<file path="src/rtl/core/tdq_pkg.sv">
// shared types and constants for the tick deadline queue
package tdq_pkg;

    localparam int QUEUE_DEPTH = 16;
    localparam int QIDX_W = $clog2(QUEUE_DEPTH);
    localparam int QCNT_W = $clog2(QUEUE_DEPTH + 1);
    localparam int MAX_RESULTS = 32;
    localparam int RCNT_W = $clog2(MAX_RESULTS + 1);
    localparam logic [19:0] MICRO_MAX = 20'd999999;
    localparam logic [20:0] MICRO_PER_SEC = 21'd1000000;

    localparam logic [1:0] CMD_TICK = 2'd0;
    localparam logic [1:0] CMD_INS_INTERVAL = 2'd1;
    localparam logic [1:0] CMD_INS_ABSOLUTE = 2'd2;
    localparam logic [1:0] CMD_NONE = 2'd3;

    localparam logic [1:0] KIND_INTERVAL = 2'd0;
    localparam logic [1:0] KIND_ABSOLUTE = 2'd1;
    localparam logic [1:0] KIND_ACCEPTED = 2'd2;
    localparam logic [1:0] KIND_FULL = 2'd3;

    localparam logic CFG_TICK_MICRO = 1'b0;
    localparam logic CFG_TICK_SECS = 1'b1;

    typedef struct packed {
        logic [1:0]  cmd;
        logic [7:0]  id;
        logic [31:0] secs;
        logic [19:0] micro;
    } job_t;

    typedef struct packed {
        logic [31:0] secs;
        logic [19:0] micro;
        logic [7:0]  id;
    } entry_t;

    // strictly earlier deadline
    function automatic logic is_before(logic [31:0] ds, logic [19:0] dm,
                                       logic [31:0] cs, logic [19:0] cm);
        is_before = (ds < cs) || ((ds == cs) && (dm < cm));
    endfunction

endpackage

</file>
<file path="src/rtl/core/tdq_front.sv">
// front end: takes commands and holds them in a short queue
module tdq_front
    import tdq_pkg::*;
(
    input  logic        clk,
    input  logic        rst_n,
    input  logic        start,
    input  logic [1:0]  cmd,
    input  logic [7:0]  request_id,
    input  logic [31:0] deadline_secs,
    input  logic [19:0] deadline_micro,
    output logic        busy,
    input  logic        pop,
    output logic        job_valid,
    output job_t        job
);

    // two-entry queue
    job_t       slot_reg [2];
    logic       rd_ptr_reg, rd_ptr_next;
    logic       wr_ptr_reg, wr_ptr_next;
    logic [1:0] fill_reg, fill_next;
    logic       push;

    // unused command code is dropped here
    assign push = start && !busy && (cmd != CMD_NONE);
    assign busy = (fill_reg == 2'd2);
    assign job_valid = (fill_reg != 2'd0);
    assign job = slot_reg[rd_ptr_reg];

    always_comb
    begin
        rd_ptr_next = rd_ptr_reg;
        wr_ptr_next = wr_ptr_reg;
        fill_next = fill_reg;
        if (push)
        begin
            wr_ptr_next = ~wr_ptr_reg;
        end
        if (pop && job_valid)
        begin
            rd_ptr_next = ~rd_ptr_reg;
        end
        fill_next = fill_reg + {1'b0, push} - {1'b0, pop && job_valid};
    end

    always_ff @(posedge clk or negedge rst_n)
    begin
        if (!rst_n)
        begin
            rd_ptr_reg <= 1'b0;
            wr_ptr_reg <= 1'b0;
            fill_reg <= 2'd0;
        end
        else
        begin
            rd_ptr_reg <= rd_ptr_next;
            wr_ptr_reg <= wr_ptr_next;
            fill_reg <= fill_next;
        end
    end

    always_ff @(posedge clk)
    begin
        if (push)
        begin
            slot_reg[wr_ptr_reg] <= '{cmd: cmd, id: request_id,
                                      secs: deadline_secs, micro: deadline_micro};
        end
    end

endmodule

</file>
<file path="config.mk">
export PLATFORM = sky130hd
export DESIGN_NAME = tdq_front
export DESIGN_NICKNAME = d
export VERILOG_FILES = /design/src/rtl/core/tdq_pkg.sv /design/src/rtl/core/tdq_front.sv
export SDC_FILE = /design/constraint.sdc
export NUM_CORES = 1
export LEC_CHECK = 0
export ABC_AREA = 0
export BUFFER_PORTS_ARGS = -buffer_cell sky130_fd_sc_hd__clkbuf_2
export CAP_MARGIN = 20
export CELL_PAD_IN_SITES_DETAIL_PLACEMENT = 2
export CELL_PAD_IN_SITES_GLOBAL_PLACEMENT = 2
export CORE_ASPECT_RATIO = 0.6
export CORE_MARGIN = 5
export CORE_UTILIZATION = 35
export CTS_CLUSTER_DIAMETER = 200
export DETAILED_ROUTE_END_ITERATION = 6
export PLACE_DENSITY = 0.77
export SLEW_MARGIN = 20
export SYNTH_ARGS = -nofsm -noshare
export SYNTH_HDL_FRONTEND = slang
export SYNTH_SLANG_ARGS = --single-unit
</file>
<file path="constraint.sdc">
create_clock -name clk -period 3.9 [get_ports clk]
set_input_delay 0.195 -clock clk [delete_from_list [all_inputs] [get_ports clk]]
set_output_delay 0.195 -clock clk [all_outputs]
set_load 0.005 [all_outputs]
</file>
Word-level counts from Yosys, hierarchy flattened
Memories as Yosys holds them, arrays and structs flattened.
Cells that the tools add are included.
Cells by class
  bitwise gates (word level): 2
  $add $sub $neg: 2
  multiplexer cells: 2
  eq/ne operators: 2
  reductions and logical operators: 5
Operators with widths (number)
  1-bit logical AND: 3
  2-bit by 1-bit adder with 2-bit output: 1
  2-bit == test (second input constant): 1
  1-bit 2-to-1 mux: 2
  2-bit inequality test (second input constant): 1
  1-bit NOT: 2
  2-bit nonzero test: 1
  2-bit by 1-bit subtractor with 2-bit output: 1
  1-bit zero test: 1
Word-level totals
  bits in registers: 4
  output and inout port bits: 64
  RAM bits: 124
  bits of input ports: 66
  memories: 1
Memories
  slot_reg: depth 2, width 62, read ports 1, clocked after Yosys merged registers in 0, wr ports 1, line tdq_front.sv:19  | job_t slot_reg [2];

Longest topological paths before layout
  depth after elaboration: 6
  depth in mapped cells: 7
  gate-level depth less buffers: 7

Worst setup path before layout
No wires, ideal clock.
  path type: register to register
  start point: reg fill_reg[1]
  end point: mem slot_reg[0][0] in the netlist's numbering (enable)
  cell stages (with the launch flop): 4
  path slack: 0.088 ns
  library setup time: 0.482 ns
  data required time: 3.418 ns
  data arrival time: 3.330 ns
  cell sequence: dfrtp_1 and2b_1 nand3b_4 nor2_1
Between the ends
  cells in the longest elaborated chain, start to end: 6
RTL lines
  from (decl): line tdq_front.sv:22  | logic [1:0] fill_reg, fill_next;
  from (signal assigned): line tdq_front.sv:59  | fill_reg <= fill_next;
  2-bit == test: line tdq_front.sv:27  | assign busy = (fill_reg == 2'd2);
  via busy: line tdq_front.sv:12  | output logic busy,
  1-bit zero test: line tdq_front.sv:26  | assign push = start && !busy && (cmd != CMD_NONE);
  1-bit logical AND (2 in series): line tdq_front.sv:26
  1-bit 2-to-1 mux: line tdq_front.sv:65  | if (push)
  1-bit 2-to-1 mux (implied by the code): line tdq_front.sv:67  | slot_reg[wr_ptr_reg] <= '{cmd: cmd, id: request_id,
  to (decl): line tdq_front.sv:19
The timed path passes the listed nets, and every way through them passes these cells.

==> flow_summary.toml <==
[run_status]
status = "completed"

[setup_path]
cp.arrival_ns = 2.21
cp_max_fo = 34
cp-start-kind = "flip-flop"
path_class = "reg2out"
cp.required_ns = 3.70
reg2regPathDepth = 4
crit_path_end_kind = "output pin"

[floorplanning]
start_util_pct = 36.12
core_um2 = 13830
row_count = 33
die_area_um2 = 16840
io_pins = 130
die_height_um = 102.5
die_x_um = 164.2

[global_route]
grt_max_degree = 35
grt_use_total_pct = 15.04
overflow = 0
grt_pass1_wl_um = 18640
antenna_found_initial = 1
grt_pass1_vias = 3205

[clock_network]
post_cts_buffers = 0
path_clk_slew_ns = 0.06
clk_latency_ns = 0.40
ctsResizeCount = 0
htree_levels = 4
cts.sinks = 128
cts_made_buffers = 17
cts_buffer_depth = 2
cts_tree = "done"
cts_root_buf = "clkbuf_16"

[logic_synthesis]
syn_area_um2 = 4996
ys_ff_latch = 128
syn_area_per_cell_um2 = 23.57
ys_seq_area_share_pct = 76.53
synth_nets = 280
yosysWarnings = 0
yosysUniqueCellTypes = 16
synthCells = 212

[finish]
nNetsFinal = 486
area_delta_synth_final_pct = 39.49
final_util_pct = 50.38
drive_gt1_share_pct = 52.90
nFillCells = 1259
largest_reg_flops = 124

[detailed_routing]
drtAntennaViolNets = 0
drtIter0Drc = 126
avgViaCountPerCell = 4.359
dr.pass1.iters = 4
vias = 2720
drc = 0
wl_um = 12010
wl_per_cell_um = 19.25

[power_and_ir_drop]
vdd_drop_max_mv = 0.3158
power_density_nw_per_um2 = 680.5
leakagePower_uw = 0.002826

[sta]
finalHoldWorstSlack_ns = 0.03347
tns_ns = 0
rsz0062_at_grt = "no"
finalSetupViolations = 0
period_needed_ns = 2.401
timing.fmax_mhz = 416.5
hold_violations = 0
relSlewSlack_pct = 40.37
slew_viol_final = 0
worst_pin_slew_ns = 0.8923
post-route-period-util_pct = 61.57
clock_skew_ns = 0.008201

[hold_path]
hold_path_class = "in2reg"
hold-path-cell-count = 1

[placement]
gp_congestion = 0.6589
io_buffer_count = 129
dp_hpwl_um = 7874

[job]
maxCapViolCount = 0
-- where the power goes --
group | internal, µW | total, µW | switching, µW
logic | 759 | 1330 | 571
registers | 1810 | 1990 | 179
clock network | 866 | 1420 | 559
total | 3430 | 4740 | 1310
-- metrics by stage --
stage               instances  setup WS [ns]  area (µm²)  power (µW)
floorplan                 212        0.08784        4996        2890
global placement          530          1.744        5824        3266
detailed placement        530          1.679        5824        3325
CTS                       623          1.443        6967        4819
global route              624          1.399        6969        4991
finish                    624          1.499        6969        4743
-- cells in the final DEF, fill, tap and decap left out, types with 2 or more instances in the layout --
cell type      count
dlygate4sd3_1     61
buf_12             2
edfxtp_1         124
nor2_4             2
xnor2_1            3
clkinvlp_4         3
ha_1               2
buf_4              2
mux2_4            59
inv_1              2
clkinv_2           6
dfrtp_1            3
clkbuf_1           3
clkbuf_16         17
clkbuf_2         129
mux2_2             3
-- critical path, stage by stage (launching register included) --
cell and delay, ns:
dfrtp_4 0.87, buf_4 0.44, mux2_4 0.35, clkbuf_2 0.12
-- kinds of logic after synthesis --
logic type / after synthesis / share of synthesized area [%]
and+or+nand+nor: 7 / 1.077
DFF: 128 / 76.53
adders and majority gates: 2 / 0.5008
buffers and inverters: 9 / 2.780
xor gates and xnor gates: 4 / 0.7014
muxes: 62 / 18.41
-- cell usage after synthesis (all sizes together) --
cell,n,area (µm²)
edfxtp,124,3724
mux2,62,919.6
buf,7,131.4
dfrtp,4,100.1
xnor2,3,26.28
ha,2,25.02
inv,2,7.510
nor2,2,7.510
and2,1,8.760
and2b,1,7.510
nand2,1,3.750
nand3b,1,20.02
or2,1,6.260
xor2,1,8.760
-- timing repair --
item / CTS / global route
hold buffers: 61 / 0
hold endpoints to repair: 124 / 0
setup endpoints to repair: 0 / 0
-- path summary, 6_finish.rpt --
kind | to | from | slack (ns)
max in group asynchronous | rd_ptr_reg$_DFFE_PN0P_ | rst_n | 3.62
min | slot_reg[0][15]$_DFFE_PP_ | deadline_micro[15] | 0.03
max reg2reg | slot_reg[0][49]$_DFFE_PP_ | fill_reg[1]$_DFF_PN0_ | 1.73
max | job[47] | rd_ptr_reg$_DFFE_PN0P_ | 1.50
min in group asynchronous | wr_ptr_reg$_DFFE_PN0N_ | rst_n | 0.14
min reg2reg | fill_reg[1]$_DFF_PN0_ | fill_reg[1]$_DFF_PN0_ | 0.49
-- area by class of cell --
class                   instances  area, µm²  area share (%)
clock buffers                  20      436.7           6.266
multi-input cells              75       1049           15.04
diodes                          1      2.502         0.03591
well taps                     192      240.2           3.447
inverters                       2      7.507          0.1077
repair buffers                194       1311           18.82
flip-flops and latches        128       3827           54.92
clock inverters                12      95.09           1.364
-- per-layer routing --
| metal | wire (µm) | track usage [%] | share of wire, % | up-vias |
|---|---|---|---|---|
| met1 | 5206 | 18.25 | 43 | 1365 |
| met4 | 79 | 4.059 | 0.66 | 0 |
| met3 | 859 | 5.873 | 7.1 | 8 |
| met2 | 5869 | 25.43 | 49 | 100 |
| li1 | - | - | - | 1247 |
| met5 | 0 | 0 | 0 | - |
No activity file was read; power rests on OpenSTA's default activity.
